==> config.mk <==
export PLATFORM = sky130hd
export DESIGN_NAME = skvt_ram
export DESIGN_NICKNAME = d
export VERILOG_FILES = /design/src/rtl/core/skvt_ram.sv
export SDC_FILE = /design/constraint.sdc
export NUM_CORES = 2
export LEC_CHECK = 0
export BUFFER_PORTS_ARGS = -buffer_cell sky130_fd_sc_hd__buf_2
export CAP_MARGIN = 20
export CORE_MARGIN = 1
export CORE_UTILIZATION = 58
export CTS_CLUSTER_DIAMETER = 30
export DETAILED_ROUTE_END_ITERATION = 6
export PLACE_DENSITY = 0.7
export SETUP_SLACK_MARGIN = 0.5
export SKIP_LAST_GASP = 1
export SLEW_MARGIN = 20
export SYNTH_ARGS = -nofsm -noshare
export SYNTH_HDL_FRONTEND = slang
export SYNTH_SLANG_ARGS = --single-unit
==> constraint.sdc <==
create_clock -name clk -period 4.48 [get_ports clk]
set_input_delay 0.224 -clock clk [delete_from_list [all_inputs] [get_ports clk]]
set_output_delay 0.224 -clock clk [all_outputs]
set_load 0.03 [all_outputs]
==> src/rtl/core/skvt_ram.sv <==
module skvt_ram #(
    parameter int WIDTH = 32,
    parameter int DEPTH = 64
) (
    input  logic                     clk,
    input  logic                     we,
    input  logic [$clog2(DEPTH)-1:0] waddr,
    input  logic [WIDTH-1:0]         wdata,
    input  logic [$clog2(DEPTH)-1:0] raddr,
    output logic [WIDTH-1:0]         rdata
);

    logic [WIDTH-1:0] mem [DEPTH];

    always_ff @(posedge clk)
    begin
        if (we)
        begin
            mem[waddr] <= wdata;
        end
        rdata <= mem[raddr];
    end

endmodule

==> impl_metrics.tcl <==
set metrics [dict create \
    p_leak_nw 30.87 \
    use_met1_pct 44.19 \
    drc_errors 22 \
    synth_top_cell_area_share_pct 78.33 \
    drtAntennaViolNets 0 \
    htree_levels 5 \
    clk_pin_slew_ps 50 \
    tns_ps 0 \
    numCtsBuffers 382 \
    max-slew-margin-rel_pct 22.26 \
    synth_compound_area_share_pct 1.673 \
    layout_min_cycle_time_ps 3056 \
    gr-usage-met3_pct 8.796 \
    ys.flop_type "edfxtp_1" \
    critical_path_arrival_ps 3650 \
    antenna_found_initial 22 \
    crit_chain "dlygate4sd3_1, buf_2, nor2b_1, nand3_1, nor2_4, buf_4" \
    clock-sinks 2080 \
    synthMuxAreaShare_pct 16.79 \
    grt_pass1_vias 41670 \
    synthSimpleGateAreaFrac_pct 1.265 \
    avgSynthCellArea_um2 23.62 \
    setup_viol 0 \
    grt_overflow_total 0 \
    crit_path_end_kind "flop" \
    portBuffers 77 \
    critPathMaxStageDelay_ps 1050 \
    root_buffer "clkbuf_16" \
    violations "DRC" \
    initial_core_util_pct 58.61 \
    worst_pin_slew_ps 1163 \
    wl_per_cell_um 36.58 \
    nNetsFinal 3841 \
    synth_fa_ha_area_share_pct 0 \
    place_congestion 0.8382 \
    drt_iter0_drc 6168 \
    synth_nets 3370 \
    synth_xor_area_share_pct 0 \
    status "complete, but fails checks" \
    wl_um 214700 \
    final_core_utilization_pct 71.18 \
    period_share_pct 68.22 \
    ios 78 \
    area_delta_synth_final_pct 21.45 \
    synth.top_cells.by_area "edfxtp_1, mux4_2, mux2i_1, dfxtp_1, o22ai_1" \
    viasPerCell 6.817 \
    critPathKind "in2reg" \
    critPathLaunchType "input pin" \
    r2r_slack_ps 2240 \
    synth_top_family_by_area "multiplexers" \
    yosysWarningCount 0 \
    crit_family "simple AND/OR/NAND/NOR gates" \
    synth_cells 3324 \
    peakVddDrop_mv 0.4869 \
    hp-class "in2reg" \
    crit_fanout 21 \
    yosysTopAreaCell "edfxtp_1" \
    rsz0062_at_grt "no" \
    drive_above_1_share_pct 36.03 \
    p_per_area_nw_per_um2 548.7 \
    track_usage_pct 32.06 \
    fin_skew_ps 56.73 \
    synth_cell_types 34 \
    die_h_um 369.9 \
    post_cts_resized 0 \
    slowest_stage "nor2_4" \
    worst_ep_required_time_ps 5070 \
    insertion_delay_ps 940 \
    dr_total_vias 40020 \
    dieWidth_um 369.9 \
    synthArstFlopShare_pct 0 \
    grt_pass1_wl_um 303200 \
    met2_usage_pct 49.27 \
    synth_area_um2 78520 \
    grt_max_degree 75 \
    final-hold-violation-count 0 \
    busiest_layer "met2" \
    die-area_um2 136800 \
    yosysSeqAreaShare_pct 79.14 \
    clk_path_buf_depth 4 \
    dpl.hpwl_um 115500 \
    fmax_mhz 327.2 \
    num-fill-cells 7356 \
    row_count 134 \
    core_area_um2 134000 \
    synth_seq_cells 2080 \
    crit_buf_inv 3 \
    synth_edf_count 2048 \
    slew_violations 0 \
    max-cap-violations 0 \
    tritoncts "built" \
    dr.pass1.iters 7 \
]
path summary, 6_finish.rpt:
path                              start                   end  depth (start not counted)
setup / recovery               waddr[1]  mem[11][6]$_DFFE_PP_                          6
setup reg to reg  mem[28][19]$_DFFE_PP_     rdata[19]$_DFF_P_                          4
hold / removal                 wdata[1]  mem[51][1]$_DFFE_PP_                          2
hold reg to reg    mem[12][4]$_DFFE_PP_      rdata[4]$_DFF_P_                          4
cell type report:
class | count | area [um2] | area share [%]
clock buffer | 432 | 9976 | 10.46
sequential | 2080 | 62140 | 65.16
tap | 1768 | 2212 | 2.320
antenna | 8 | 20.02 | 0.02099
clock inverter | 251 | 2806 | 2.943
multi-input combinational | 1062 | 15970 | 16.75
timing repair buffer | 269 | 2235 | 2.343
logic make-up (layout without fill, tap and decap cells):
kind of cell | Yosys count | in the layout
flops | 2080 | 2080
mux | 637 | 637
simple gates | 223 | 223
compound gates | 202 | 202
buf+inv | 182 | 952
other cells | 0 | 8
Yosys cell counts (7+ instances only):
master and count:
dfxtp_1 32, a311oi_1 8, buf_4 25, clkbuf_1 74
buf_1 21, nor2b_1 15, a21oi_1 62, o221ai_1 27
mux2i_1 93, a22oi_1 12, nand2b_1 8, nor3_1 7
nor2_1 137, buf_2 57, o22ai_1 84, edfxtp_1 2048
mux4_2 544, nand2_1 26
through the flow:
step                std cells  hold slack, ps  area (um2)  total power, mW  worst slack, ps
finish                   5870           31.35       95360            52.32             1424
floorplan                3324           322.9       78520            23.13             1096
global route             5862           24.80       95340            53.44             1470
detailed placement       5146           693.4       82160            24.13             1088
global placement         5145           703.2       82140            24.07             1125
CTS                      5844           7.206       95090            52.47             1595
where the power goes:
part / total (mW) / leakage (nW) / internal, mW / switching, mW
Clock: 28.5 / 6.13 / 18.6 / 9.84
Combinational: 2.13 / 6.05 / 0.754 / 1.38
Sequential: 21.7 / 18.7 / 21.6 / 0.126
layout by cell type, fill, tap and decap left out, types with 3 or more instances in the layout:
cell           instances
inv_8                  5
nand2_1               25
o22ai_1               84
nand3_1                5
a21oi_1               62
nor2_1                75
diode_2                8
buf_8                  3
clkinv_1              26
buf_2                 57
bufinv_16             45
buf_4                158
a22oi_1               12
or3b_2                 3
a311oi_1               8
clkbuf_1              35
and3_1                 4
mux4_2               544
a41o_1                 4
nor3_1                 5
mux2i_1               93
nor2b_1               15
edfxtp_1            2048
clkbuf_8               8
clkinv_2              51
clkbuf_16            389
clkinvlp_4            50
dfxtp_1               32
nand3b_1               5
o221ai_1              27
nor2_4                62
nand2b_1               7
o32ai_1                4
clkinv_4              43
dlygate4sd3_1         31
or3_1                  3
inv_6                 29
buf_12                19
flip-flops by register name (all words and copies together) (netlist names):
| signal | count |
|---|---|
| mem | 2048 |
| rdata | 32 |
worst reg2reg max path: stages, from the launching register on:
cell	delay, ps
edfxtp_1	410
mux4_2	510
mux4_2	520
o22ai_1	540
nor2_1	120
routing by layer:
metal  part of all wire (%)  wire [um]
met5                  0.031         66
met4                    3.9       8285
met3                     13      26940
met2                     48     102200
met1                     36      77230
repair_timing:
item / 4_1_cts / 5_1_grt
hold buffers: 15 / 16
hold endpoints to repair: 346 / 1024
buffers inserted: 0 / 0
Power figures use the tool's default switching activity.
