[src/rtl/core/skvt_pkg.sv]
package skvt_pkg;

    localparam int TABLE_DEPTH = 64;
    localparam int KEY_BITS    = 32;

    localparam int IDX_W  = $clog2(TABLE_DEPTH);
    localparam int CNT_W  = $clog2(TABLE_DEPTH + 1);
    localparam int KEY_W  = (KEY_BITS < 32) ? KEY_BITS : 32;
    localparam int EIDX_W = 6;
    localparam int EXT_W  = (IDX_W > EIDX_W) ? IDX_W : EIDX_W;
    localparam int FLAG_W = 2;

    typedef enum logic [2:0] {
        CMD_REGISTER  = 3'd0,
        CMD_GET       = 3'd1,
        CMD_USER_SET  = 3'd2,
        CMD_SIM_SET   = 3'd3,
        CMD_UNCHECKED = 3'd4
    } cmd_t;

    typedef enum logic [2:0] {
        ST_OK           = 3'd0,
        ST_NOT_FOUND    = 3'd1,
        ST_READONLY     = 3'd2,
        ST_SIM_UNROUTED = 3'd3,
        ST_FULL         = 3'd4,
        ST_DUPLICATE    = 3'd5
    } status_t;

    typedef enum logic [2:0] {
        S_IDLE,
        S_SEARCH,
        S_FETCH,
        S_COMPARE,
        S_SHIFT,
        S_SHIFT_WR,
        S_INSERT,
        S_FINISH
    } state_t;

    typedef struct packed {
        logic [2:0]  command;
        logic [31:0] key;
        logic [31:0] value;
        logic        readonly_flag;
        logic        sim_flag;
    } req_word_t;

    typedef struct packed {
        status_t     status;
        logic [31:0] read_data;
        logic [5:0]  entry_index;
    } rsp_word_t;

    // memory requests from the controller
    typedef struct packed {
        logic              order_we;
        logic [IDX_W-1:0]  order_waddr;
        logic [IDX_W-1:0]  order_wdata;
        logic [IDX_W-1:0]  order_raddr;
        logic              ent_we;
        logic [IDX_W-1:0]  ent_waddr;
        logic [KEY_W-1:0]  ent_key;
        logic [FLAG_W-1:0] ent_flags;
        logic [IDX_W-1:0]  ent_raddr;
        logic              val_we;
        logic [IDX_W-1:0]  val_waddr;
        logic [31:0]       val_wdata;
    } mem_req_t;

    typedef struct packed {
        logic [IDX_W-1:0]  order_rdata;
        logic [KEY_W-1:0]  key_rdata;
        logic [31:0]       val_rdata;
        logic [FLAG_W-1:0] flag_rdata;
    } mem_rsp_t;

    function automatic logic [EIDX_W-1:0] to_eidx(input logic [IDX_W-1:0] idx);
        logic [EXT_W-1:0] ext;
        ext = EXT_W'(idx);
        return ext[EIDX_W-1:0];
    endfunction

endpackage

[src/rtl/core/skvt_ctrl.sv]
module skvt_ctrl
    import skvt_pkg::*;
(
    input  logic      clk,
    input  logic      rst_n,
    input  logic      req_valid,
    output logic      req_ready,
    input  req_word_t req,
    output logic      rsp_valid,
    input  logic      rsp_ready,
    output rsp_word_t rsp,
    output mem_req_t  mreq,
    input  mem_rsp_t  mrsp
);

    state_t state_reg, state_next;

    logic [2:0]        cmd_reg, cmd_next;
    logic [KEY_W-1:0]  key_reg, key_next;
    logic [31:0]       value_reg, value_next;
    logic [FLAG_W-1:0] flags_reg, flags_next;
    logic [CNT_W-1:0]  lo_reg, lo_next;
    logic [CNT_W-1:0]  hi_reg, hi_next;
    logic [CNT_W-1:0]  mid_reg, mid_next;
    logic [CNT_W-1:0]  ptr_reg, ptr_next;
    logic [IDX_W-1:0]  idx_reg, idx_next;
    logic [CNT_W-1:0]  count_reg, count_next;
    status_t           res_status_reg, res_status_next;
    logic [31:0]       res_data_reg, res_data_next;
    logic [EIDX_W-1:0] res_eidx_reg, res_eidx_next;
    rsp_word_t         rsp_reg, rsp_next;
    logic              rsp_valid_reg, rsp_valid_next;

    logic             accept;
    logic             cmd_known;
    logic             table_full;
    logic             hit;
    logic             rsp_free;
    logic [CNT_W-1:0] mid;
    logic [CNT_W-1:0] ptr_dec;

    assign req_ready = (state_reg == S_IDLE);
    assign accept    = req_valid && req_ready;
    assign rsp_valid = rsp_valid_reg;
    assign rsp       = rsp_reg;
    assign rsp_free  = !rsp_valid_reg || rsp_ready;

    assign table_full = (count_reg >= CNT_W'(TABLE_DEPTH));
    assign mid        = lo_reg + ((hi_reg - lo_reg) >> 1);
    assign ptr_dec    = ptr_reg - CNT_W'(1);
    assign hit        = (mrsp.key_rdata == key_reg);

    always_comb
    begin
        cmd_known = req.command inside {CMD_REGISTER, CMD_GET, CMD_USER_SET,
                                        CMD_SIM_SET, CMD_UNCHECKED};
    end

    // next state
    always_comb
    begin
        state_next = state_reg;
        case (state_reg)
            S_IDLE:
            begin
                if (accept)
                begin
                    if (!cmd_known || (req.command == CMD_REGISTER && table_full))
                        state_next = S_FINISH;
                    else
                        state_next = S_SEARCH;
                end
            end
            S_SEARCH:
            begin
                if (lo_reg < hi_reg)
                    state_next = S_FETCH;
                else if (cmd_reg == CMD_REGISTER)
                    state_next = S_SHIFT;
                else
                    state_next = S_FINISH;
            end
            S_FETCH:    state_next = S_COMPARE;
            S_COMPARE:  state_next = hit ? S_FINISH : S_SEARCH;
            S_SHIFT:    state_next = (ptr_reg > lo_reg) ? S_SHIFT_WR : S_INSERT;
            S_SHIFT_WR: state_next = S_SHIFT;
            S_INSERT:   state_next = S_FINISH;
            S_FINISH:
            begin
                if (rsp_free)
                    state_next = S_IDLE;
            end
            default:    state_next = S_IDLE;
        endcase
    end

    // datapath and memory requests
    always_comb
    begin
        cmd_next        = cmd_reg;
        key_next        = key_reg;
        value_next      = value_reg;
        flags_next      = flags_reg;
        lo_next         = lo_reg;
        hi_next         = hi_reg;
        mid_next        = mid_reg;
        ptr_next        = ptr_reg;
        idx_next        = idx_reg;
        count_next      = count_reg;
        res_status_next = res_status_reg;
        res_data_next   = res_data_reg;
        res_eidx_next   = res_eidx_reg;
        rsp_next        = rsp_reg;
        rsp_valid_next  = rsp_valid_reg && !rsp_ready;

        mreq             = '0;
        mreq.order_raddr = mid[IDX_W-1:0];
        mreq.ent_raddr   = mrsp.order_rdata;
        mreq.ent_key     = key_reg;
        mreq.ent_flags   = flags_reg;
        mreq.val_wdata   = value_reg;

        case (state_reg)
            S_IDLE:
            begin
                if (accept)
                begin
                    cmd_next        = req.command;
                    key_next        = req.key[KEY_W-1:0];
                    value_next      = req.value;
                    flags_next      = {req.sim_flag, req.readonly_flag};
                    lo_next         = '0;
                    hi_next         = count_reg;
                    res_status_next = ST_NOT_FOUND;
                    res_data_next   = '0;
                    res_eidx_next   = '0;
                    if (req.command == CMD_REGISTER && table_full)
                        res_status_next = ST_FULL;
                end
            end
            S_SEARCH:
            begin
                mid_next = mid;
                ptr_next = count_reg;
            end
            S_FETCH:
            begin
                idx_next = mrsp.order_rdata;
            end
            S_COMPARE:
            begin
                if (hit)
                begin
                    res_eidx_next = to_eidx(idx_reg);
                    mreq.val_waddr = idx_reg;
                    case (cmd_reg)
                        CMD_REGISTER:
                            res_status_next = ST_DUPLICATE;
                        CMD_GET:
                        begin
                            res_status_next = ST_OK;
                            res_data_next   = mrsp.val_rdata;
                        end
                        CMD_USER_SET:
                        begin
                            if (mrsp.flag_rdata[0])
                                res_status_next = ST_READONLY;
                            else if (mrsp.flag_rdata[1])
                                res_status_next = ST_SIM_UNROUTED;
                            else
                            begin
                                res_status_next = ST_OK;
                                mreq.val_we     = 1'b1;
                            end
                        end
                        CMD_SIM_SET:
                        begin
                            if (mrsp.flag_rdata[0])
                                res_status_next = ST_READONLY;
                            else
                            begin
                                res_status_next = ST_OK;
                                mreq.val_we     = 1'b1;
                            end
                        end
                        default:
                        begin
                            res_status_next = ST_OK;
                            mreq.val_we     = 1'b1;
                        end
                    endcase
                end
                else if (mrsp.key_rdata < key_reg)
                    lo_next = mid_reg + CNT_W'(1);
                else
                    hi_next = mid_reg;
            end
            S_SHIFT:
            begin
                mreq.order_raddr = ptr_dec[IDX_W-1:0];
            end
            S_SHIFT_WR:
            begin
                // move one order slot up toward the end
                mreq.order_we    = 1'b1;
                mreq.order_waddr = ptr_reg[IDX_W-1:0];
                mreq.order_wdata = mrsp.order_rdata;
                ptr_next         = ptr_dec;
            end
            S_INSERT:
            begin
                // lo is the insertion point left by the failed search
                mreq.order_we    = 1'b1;
                mreq.order_waddr = lo_reg[IDX_W-1:0];
                mreq.order_wdata = count_reg[IDX_W-1:0];
                mreq.ent_we      = 1'b1;
                mreq.ent_waddr   = count_reg[IDX_W-1:0];
                mreq.val_we      = 1'b1;
                mreq.val_waddr   = count_reg[IDX_W-1:0];
                count_next       = count_reg + CNT_W'(1);
                res_status_next  = ST_OK;
                res_eidx_next    = to_eidx(count_reg[IDX_W-1:0]);
            end
            S_FINISH:
            begin
                if (rsp_free)
                begin
                    rsp_next.status      = res_status_reg;
                    rsp_next.read_data   = res_data_reg;
                    rsp_next.entry_index = res_eidx_reg;
                    rsp_valid_next       = 1'b1;
                end
            end
            default:
            begin
            end
        endcase
    end

    always_ff @(posedge clk or negedge rst_n)
    begin
        if (!rst_n)
        begin
            state_reg     <= S_IDLE;
            count_reg     <= '0;
            rsp_valid_reg <= 1'b0;
        end
        else
        begin
            state_reg     <= state_next;
            count_reg     <= count_next;
            rsp_valid_reg <= rsp_valid_next;
        end
    end

    always_ff @(posedge clk)
    begin
        cmd_reg        <= cmd_next;
        key_reg        <= key_next;
        value_reg      <= value_next;
        flags_reg      <= flags_next;
        lo_reg         <= lo_next;
        hi_reg         <= hi_next;
        mid_reg        <= mid_next;
        ptr_reg        <= ptr_next;
        idx_reg        <= idx_next;
        res_status_reg <= res_status_next;
        res_data_reg   <= res_data_next;
        res_eidx_reg   <= res_eidx_next;
        rsp_reg        <= rsp_next;
    end

endmodule

[config.mk]
export PLATFORM = sky130hd
export DESIGN_NAME = skvt_ctrl
export DESIGN_NICKNAME = d
export VERILOG_FILES = /design/src/rtl/core/skvt_pkg.sv /design/src/rtl/core/skvt_ctrl.sv
export SDC_FILE = /design/constraint.sdc
export NUM_CORES = 1
export LEC_CHECK = 0
export BUFFER_PORTS_ARGS = -buffer_cell sky130_fd_sc_hd__buf_2
export CAP_MARGIN = 20
export CORE_ASPECT_RATIO = 0.75
export CORE_MARGIN = 2
export CORE_UTILIZATION = 51
export CTS_CLUSTER_SIZE = 14
export DETAILED_ROUTE_END_ITERATION = 16
export GPL_TIMING_DRIVEN = 1
export PLACE_DENSITY = 0.88
export SETUP_SLACK_MARGIN = 0.1
export SYNTH_ARGS = -nofsm -noshare
export SYNTH_HDL_FRONTEND = slang
export SYNTH_SLANG_ARGS = --single-unit
[constraint.sdc]
create_clock -name clk -period 4.5 [get_ports clk]
set_input_delay 0.45 -clock clk [delete_from_list [all_inputs] [get_ports clk]]
set_output_delay 0.45 -clock clk [all_outputs]
set_load 0.03 [all_outputs]
==> results of run 1 <==
==> power breakdown <==
part	total, mW	internal, mW	switching, mW	leakage (nW)
Clock	1.59	0.780	0.808	0.303
Sequential	2.86	2.60	0.255	1.84
Combinational	3.02	0.990	2.03	2.77
Total	7.47	4.37	3.10	4.92
==> layer usage <==
metal | track usage, % | part of all wire (%) | vias up
li1 | - | - | 2963
met1 | 30.2 | 41 | 2918
met2 | 40.3 | 48 | 314
met3 | 7.77 | 9.3 | 27
met4 | 6.54 | 1.6 | 0
met5 | 0 | 0 | -
==> worst max-delay path, delay by kind of cell, from the launching register on <==
kind,cells,cell delay (ns)
AND/OR/NAND/NOR,4,0.67
flip-flops,1,0.43
buffers and inverters,2,0.25
AO/OA/AOI/OAI,5,0.67
XOR/XNOR,1,0.14
adder cells (fa/ha/maj),3,0.92
==> logic make-up after synthesis <==
family / share of synthesized area [%]
adder cells (fa/ha/maj): 8.49
XOR/XNOR: 2.61
AND/OR/NAND/NOR: 11.2
AO/OA/AOI/OAI: 6.96
buffers and inverters: 3.87
flip-flops: 66.8
==> cell usage after synthesis, types with 2 or more instances <==
| library cell | number |
|---|---|
| nand4_1 | 9 |
| edfxtp_1 | 185 |
| nor2_1 | 21 |
| fa_1 | 2 |
| nand2_1 | 99 |
| nand3_1 | 13 |
| nor2b_1 | 7 |
| a211o_1 | 2 |
| and2_1 | 34 |
| dfrtp_1 | 11 |
| o2111ai_1 | 2 |
| o21ai_0 | 27 |
| a21oi_1 | 33 |
| xor2_1 | 8 |
| buf_4 | 7 |
| nor4_2 | 2 |
| and3_1 | 2 |
| inv_1 | 57 |
| xnor2_1 | 18 |
| clkbuf_1 | 8 |
| a21o_1 | 5 |
| o21ai_1 | 2 |
| o31ai_2 | 2 |
| nor3_1 | 7 |
| nand2b_1 | 2 |
| buf_2 | 6 |
| o21bai_1 | 3 |
| o22ai_1 | 2 |
| o21a_1 | 3 |
| ha_1 | 56 |
| a221oi_1 | 2 |
| or3_1 | 3 |
==> cell type report <==
class / count / area, um^2 / area share [%]
Inverter: 59 / 221 / 2.00
Multi-Input combinational cell: 385 / 2580 / 23.3
Tap cell: 215 / 269 / 2.43
Clock inverter: 15 / 211 / 1.91
Sequential cell: 196 / 5830 / 52.6
Timing Repair Buffer: 300 / 1540 / 13.9
Clock buffer: 17 / 425 / 3.84
==> path summary, 6_finish.rpt <==
check                                     startpoint                        endpoint  slack (ns)  cells after the start
min in group asynchronous                      rst_n        state_reg[1]$_DFFE_PN0P_        0.47                      2
setup reg to reg               key_reg[23]$_DFFE_PP_  res_data_reg[29]$_SDFFCE_PN0P_        1.40                      7
hold / removal                                req[6]          value_reg[4]$_DFFE_PP_        0.18                      1
max in group asynchronous                      rst_n        count_reg[2]$_DFFE_PN0P_        3.81                      2
setup / recovery             lo_reg[0]$_SDFFCE_PN0P_                        mreq[91]        0.55                     15
hold reg to reg            res_eidx_reg[1]$_DFFE_PP_                rsp[1]$_DFFE_PP_        0.41                      0
==> stage by stage <==
| step | instance area, um^2 | setup slack, ns | total power, mW | std cells | hold slack, ns |
|---|---|---|---|---|---|
| CTS | 11000 | 0.532 | 7.47 | 1185 | 0.167 |
| detailed placement | 10400 | 1.07 | 5.85 | 1152 | 0.345 |
| floorplan | 8720 | 0.750 | 4.97 | 662 | 0.154 |
| global placement | 10400 | 1.13 | 5.75 | 1152 | 0.338 |
| finish | 11100 | 0.546 | 7.47 | 1187 | 0.182 |
| global route | 11100 | 0.234 | 7.90 | 1187 | 0.160 |
==> results.toml, run 1 <==
[yosys]
synth.distinct_cells = 54
yosys.area.top_type = "edfxtp_1"
synth_nets = 865
ys_seq_area_share_pct = 66.8
synth_top_area_share_pct = 63.7
synth_edf_count = 185
ys.flop_type = "edfxtp_1"
ys_ff_latch = 196
netlist_top_cells_area = "edfxtp_1 (64%), ha_1 (8.0%), nand2_1 (4.3%), dfrtp_1 (3.2%), inv_1 (2.5%)"
synth_warnings = 0
synthArstFlopShare_pct = 5.61
syn_area_um2 = 8720
synth_area_per_cell_um2 = 13.2
synthCells = 662

[place]
hpwl_um = 16200
gp_congestion = 0.931
port_buffers = 292

[grt]
grt_remaining_overflow = 0
track_usage_pct = 23.9
grt_pass1_vias = 6162
grt_start_max_net_pins = 45
antenna_found_initial = 0
grt_first_pass_wirelength_um = 32400

[worst_setup_path]
critical-path-max-stage-delay_ns = 0.43
cp.arrival_ns = 3.50
critPathMostFrequentCell = "a21oi_1"
endpoint_kind = "primary output"
slowest_stage = "edfxtp_1"
critPathKind = "reg2out"
path_cells = "ha_1 > inv_1 > fa_1 > nand2_1 > nand2_1 > a21oi_1 > o21bai_1 > a21oi_1 > xnor2_1 > ha_1 > or3_1 > a21oi_1 > a21oi_1 > nor2b_1 > buf_2"
cp_max_fo = 6
worst_ep_required_time_ns = 4.05
critPathLaunchType = "flip-flop"

[clock_tree]
hold_buffers = 1
clockBufferDepth = 2
cts_root_buf = "clkbuf_16"
cts_buffers = 17
cts.reportedPaths.clkPinSlew_ns = 0.08
cts_tree = "built"
clock_sinks = 196
clkLatencyLatePin_ns = 0.44
ctsResizeCount = 0
htreeDepth = 4
cts_setup_buffers = 0

[worst_hold_path]
hp-class = "in2reg"

[cells_and_area]
drive_gt1_share_pct = 35.4
most-common-layout-cells = "buf_2 (292), edfxtp_1 (185), nand2_1 (99), inv_1 (56), ha_1 (56)"
fin_nets = 1162
n_antenna_cell = 0
largest_reg_flops = 41
area_delta_synth_final_pct = 27.0
fillers = 1256
final_common_cell = "buf_2"
final_util_pct = 66.0

[sta]
slew_violations = 0
slew_headroom_pct = 38.3
setup_viol = 0
setup_tns_ns = 0
worst_pin_slew_ns = 0.920
fin_crit_sh_pct = 87.9
fmax_mhz = 253
skew_ns = 0.0115
min_period_ns = 3.95
final-hold-violation-count = 0
rsz0062_at_grt = "false"

[route]
detail-route-antenna-nets = 0
drtIter0Drc = 519
wl_um = 21400
drc_errors = 0
vias = 6222
wl_per_cell_um = 18.0
firstDrtPassIters = 7
vias_per_cell = 5.24

[floorplanning]
io_pins = 293
fp.dieW_um = 155
rows = 41
floorplan.initialDensity_pct = 52.0
fp.dieH_um = 117
dieArea_um2 = 18200
core_um2 = 16800

[power_and_ir_drop]
vdd_ir_drop_max_v = 0.000692
power_density_nw_per_um2 = 674
power_leakage_nw = 4.92

[job]
max_cap_violations = 0

[status]
status = "completed"
No activity file was read; power rests on OpenSTA's default activity.
==> run 2, diff against run 1 <==
- REMOVE_ABC_BUFFERS: default -> 1
- SLEW_MARGIN: default -> 20
- clock period: 4.5 -> 4 ns (I/O delays scaled with it)
==> run 2 against run 1 <==
  * First-iteration DRC count is 2.9% lower
  * Via count up 2.1%
  * Global-route usage about the same
  * Die area unchanged
  * Largest cell class unchanged
  * Sequential share of layout area down 0.12 points
  * Combinational power is 20% higher
  * Power grew 14%
==> results.toml, run 2 (synthesized netlist as in run 1, its figures left out) <==
[route]
drtIter0Drc = 504
detail-route-antenna-nets = 0
firstDrtPassIters = 5
wl_um = 22600
drc_errors = 0
wl_per_cell_um = 18.9
vias = 6350
vias_per_cell = 5.31

[grt]
grt_pass1_vias = 6063
grt_remaining_overflow = 0
antenna_found_initial = 3
grt_start_max_net_pins = 70
track_usage_pct = 23.9
grt_first_pass_wirelength_um = 32400

[floorplanning]
dieArea_um2 = 18200
io_pins = 293
rows = 41
fp.dieW_um = 155
fp.dieH_um = 117
floorplan.initialDensity_pct = 52.0
core_um2 = 16800

[place]
placed_area_um2 = 10400
port_buffers = 292
hpwl_um = 17100
gp_congestion = 0.939

[clock_tree]
clockBufferDepth = 2
cts.reportedPaths.clkPinSlew_ns = 0.08
cts_buffers = 17
clkLatencyLatePin_ns = 0.43
cts_root_buf = "clkbuf_16"
cts_tree = "built"
clock_sinks = 196
htreeDepth = 4

[sta]
setup_tns_ns = 0
rsz0062_at_grt = "false"
setup_viol = 0
slew_headroom_pct = 36.5
fin_crit_sh_pct = 94.7
slew_violations = 0
skew_ns = 0.0120
min_period_ns = 3.79
fmax_mhz = 264
final-hold-violation-count = 0
worst_pin_slew_ns = 0.953

[cells_and_area]
most-common-layout-cells = "buf_2 (291), edfxtp_1 (185), nand2_1 (98), inv_1 (54), ha_1 (54)"
largest_reg_flops = 41
fin_nets = 1168
area_delta_synth_final_pct = 27.3
drive_gt1_share_pct = 36.7
final_common_cell = "buf_2"
final_area_um2 = 11100

[worst_setup_path]
cp_max_fo = 5
worstReg2RegEnd = "res_data_reg[23]$_SDFFCE_PN0P_"
reg2reg_from = "key_reg[13]$_DFFE_PP_"
r2r_cells = 7
endpoint_kind = "primary output"
worst_ep_required_time_ns = 3.60
cp.arrival_ns = 3.39
critPathLaunchType = "flip-flop"
crit_path_start = "hi_reg[0]$_DFFE_PP_"
critPathKind = "reg2out"
r2r_slack_ns = 0.93
cp-endpoint = "mreq[91]"

[power_and_ir_drop]
vdd_ir_drop_max_v = 0.00136
power_density_nw_per_um2 = 764
power_leakage_nw = 4.91

[status]
status = "completed"

[job]
max_cap_violations = 0

[worst_hold_path]
hp-class = "in2reg"
holdPathStages = 1
==> run 2: cell count changes in the layout (fill, tap and decap cells not counted), sizes merged <==
cell / previous run / this run
inv: 67 / 63
clkinvlp: 1 / 3
bufinv: 0 / 1
diode: 0 / 2
clkinv: 6 / 4
clkbuf: 17 / 20
buf: 299 / 305
==> run 2: worst min-delay path by stage <==
stage	start	to
after global placement	rst_n	count_reg[2]$_DFFE_PN0P_
after global routing	req[23]	value_reg[21]$_DFFE_PP_
after floorplan	rst_n	count_reg[0]$_DFFE_PN0P_
after CTS	req[23]	value_reg[21]$_DFFE_PP_
after detailed placement	rst_n	count_reg[2]$_DFFE_PN0P_
final	req[44]	key_reg[10]$_DFFE_PP_
==> run 2: stage by stage <==
step	hold WS, ns	util [%]	std cells	setup WS [ns]	total power [mW]
6_report	0.140	66.2	1195	0.210	8.48
5_1_grt	0.116	66.2	1193	0.0611	8.88
4_1_cts	0.124	65.5	1187	0.101	8.27
3_5_place_dp	0.290	62.0	1154	0.566	6.61
3_3_place_gp	0.285	62.0	1154	0.685	6.46
2_1_floorplan	0.104	-	640	0.200	5.52
==> run 2: worst max-delay path, cell delays in order, from the launching register on <==
cell,delay (ns)
edfxtp_1,0.38
inv_2,0.09
ha_4,0.14
inv_1,0.06
fa_2,0.42
nand2_2,0.07
nand2_1,0.07
a21oi_2,0.18
o21bai_1,0.12
a21oi_2,0.15
xnor2_1,0.14
ha_2,0.32
or3_4,0.33
a21oi_2,0.14
a21oi_1,0.04
nor2b_1,0.14
buf_4,0.18
==> run 2: power by group <==
| part | internal [mW] | leakage [nW] | switching, mW |
|---|---|---|---|
| registers | 2.93 | 1.84 | 0.297 |
| logic | 1.24 | 2.81 | 2.37 |
| clock network | 0.872 | 0.262 | 0.768 |
| total | 5.04 | 4.91 | 3.43 |
==> run 2: cell type report <==
type                    instances  area (um^2)
repair buffers                306         1590
diodes                          2         5.00
multi-input cells             385         2630
inverters                      59          221
clock buffers                  20          437
fillers                      1221         5670
well taps                     215          269
flip-flops and latches        196         5830
clock inverters                12          120
==> run 2: per-layer routing <==
layer / global-route usage, % / wire, um
met5: 0 / 23
met3: 7.03 / 1780
met4: 4.75 / 195
met2: 43.0 / 11800
met1: 29.0 / 8810
==> run 2: what timing repair did <==
item,4_1_cts,5_1_grt
endpoints found under the hold margin,11,0
setup buffers,0,5
pin swaps,0,11
setup endpoints to repair,1,2
gates resized for setup,1,16
hold buffers,1,0
==> run 3, diff against run 2 <==
- CORE_MARGIN: 2 -> 1
- GPL_TIMING_DRIVEN: 1 -> 0
==> run 3 against run 2 <==
  * Cell count is 0.33% lower
  * Register-to-register slack worse by 0.35 ns
  * Worst setup slack better by 0.019 ns
  * Count of clock-buffer cells in the layout is 2 lower
  * Sequential cell count stayed put
  * First-iteration DRC count is 4.4% higher
  * Sequential power hardly changed
  * Fmax is 0.50% higher
  * Global-route usage is 0.93 points higher
  * Die area is 3.0% lower
==> results.toml, run 3 (synthesized netlist as in run 1, its figures left out) <==
[place]
gp_congestion = 0.894
hpwl_um = 16700
dp_cells = 1152
placed_area_um2 = 10500
port_buffers = 292

[route]
drc_errors = 0
wl_um = 21700
vias = 6292
wl_per_cell_um = 18.2
drtIter0Drc = 526
vias_per_cell = 5.28
detail-route-antenna-nets = 0
firstDrtPassIters = 5

[job]
max_cap_violations = 0

[clock_tree]
cts_tree = "built"
cts_buffers = 17
clkLatencyLatePin_ns = 0.43
htreeDepth = 4
cts.reportedPaths.clkPinSlew_ns = 0.07
clockBufferDepth = 2
clock_sinks = 196
cts_root_buf = "clkbuf_16"

[sta]
slew_violations = 0
final-hold-violation-count = 0
fmax_mhz = 265
min_period_ns = 3.77
fin_crit_sh_pct = 94.3
worst_pin_slew_ns = 0.960
setup_viol = 0
skew_ns = 0.00739
slew_headroom_pct = 36.0
rsz0062_at_grt = "false"

[worst_setup_path]
worstReg2RegEnd = "res_status_reg[1]$_DFFE_PP_"
critPathKind = "reg2out"
slowest_stage = "edfxtp_1"
path_cells = "inv_2 > ha_1 > nor2b_1 > o21ai_2 > nand2_1 > a21o_1 > a21oi_1 > xnor2_1 > ha_1 > or3_1 > a21oi_1 > a21oi_1 > nor2b_1 > buf_2"
critPathLaunchType = "flip-flop"
critPathMostFrequentCell = "a21oi_1"
r2r_slack_ns = 0.58
critical-path-max-stage-delay_ns = 0.41
worst_ep_required_time_ns = 3.60
endpoint_kind = "primary output"
cp_max_fo = 5
r2r_cells = 8
cp.arrival_ns = 3.37
reg2reg_from = "key_reg[19]$_DFFE_PP_"

[floorplanning]
fp.dieH_um = 115
core_um2 = 16800
io_pins = 293
dieArea_um2 = 17600
floorplan.initialDensity_pct = 52.0
rows = 41
fp.dieW_um = 153

[cells_and_area]
final_common_cell = "buf_2"
area_delta_synth_final_pct = 27.1
layoutNonFillerInstCount = 1191
drive_gt1_share_pct = 35.9
most-common-layout-cells = "buf_2 (292), edfxtp_1 (185), nand2_1 (99), inv_1 (55), ha_1 (55)"
final_area_um2 = 11100
largest_reg_flops = 41
fin_nets = 1164
final_util_pct = 66.1

[status]
status = "completed"

[power_and_ir_drop]
power_density_nw_per_um2 = 749
fin_total_pwr_mw = 8.30
power_leakage_nw = 4.91
vdd_ir_drop_max_v = 0.000995

[grt]
antenna_found_initial = 4
grt_first_pass_wirelength_um = 32700
grt_remaining_overflow = 0
track_usage_pct = 24.8
grt_start_max_net_pins = 41
grt_pass1_vias = 6139

[worst_hold_path]
hp-start = "req[46]"
hp-class = "in2reg"
hold_path_end = "key_reg[12]$_DFFE_PP_"
holdPathStages = 1
## run 3: changes by cell type in the layout (fill, tap and decap cells not counted), sizes merged
cell      previous run  this run
bufinv               1         0
clkinv               4         8
buf                305       301
clkbuf              20        18
clkinvlp             3         2
## run 3: repair_timing
item / CTS / global route
hold buffers: 1 / 0
endpoints found under the setup margin: 1 / 2
pin swaps: 0 / 3
endpoints found under the hold margin: 11 / 0
setup buffers: 0 / 4
resized for setup: 1 / 5
## run 3: critical path: cells and delay by family, from the launching register on
kind	cells	cell delay, ns
xor gates and xnor gates	1	0.14
buffers and inverters	2	0.30
adders and majority gates	2	0.55
AOI/OAI and AO/OA	5	0.71
DFF	1	0.41
and+or+nand+nor	4	0.81
## run 3: per-layer routing
layer / track usage (%) / up-vias / part of all wire, %
li1: - / 2954 / -
met1: 29.4 / 2986 / 38
met2: 45.2 / 317 / 53
met3: 6.63 / 33 / 8.1
met4: 6.20 / 2 / 1.5
met5: 0 / - / 0.060
## run 3: worst max-delay path by stage
stage | endpoint | slack [ns] | from | depth (start not counted)
after floorplan | lo_reg[0]$_SDFFCE_PN0P_ | 0.20 | state_reg[2]$_DFFE_PN0P_ | 4
after global placement | res_data_reg[3]$_SDFFCE_PN0P_ | -0.65 | mrsp[59] | 6
after global routing | mreq[91] | 0.06 | lo_reg[1]$_SDFFCE_PN0P_ | 14
after detailed placement | res_eidx_reg[0]$_DFFE_PP_ | 0.57 | mrsp[45] | 8
final | mreq[91] | 0.23 | lo_reg[1]$_SDFFCE_PN0P_ | 14
after CTS | mreq[91] | 0.10 | lo_reg[1]$_SDFFCE_PN0P_ | 14
## run 3: final cells by class
cell class | count | area (um^2)
Antenna cell | 2 | 5.00
Clock inverter | 14 | 125
Multi-Input combinational cell | 385 | 2610
Sequential cell | 196 | 5830
Clock buffer | 18 | 429
Timing Repair Buffer | 302 | 1600
Inverter | 59 | 224
Fill cell | 1183 | 5690
Tap cell | 215 | 269
## run 3: power breakdown
part	internal, mW	switching [mW]
Clock	0.817	0.800
Sequential	2.93	0.288
Combinational	1.17	2.30
Total	4.92	3.39
## run 3: through the flow
stage / setup TNS [ns] / hold slack, ns / setup WS (ns)
floorplan: 0 / 0.104 / 0.200
global placement: -21.05 / 0.292 / -0.652
detailed placement: 0 / 0.290 / 0.570
CTS: 0 / 0.117 / 0.104
global route: 0 / 0.110 / 0.0598
finish: 0 / 0.136 / 0.229
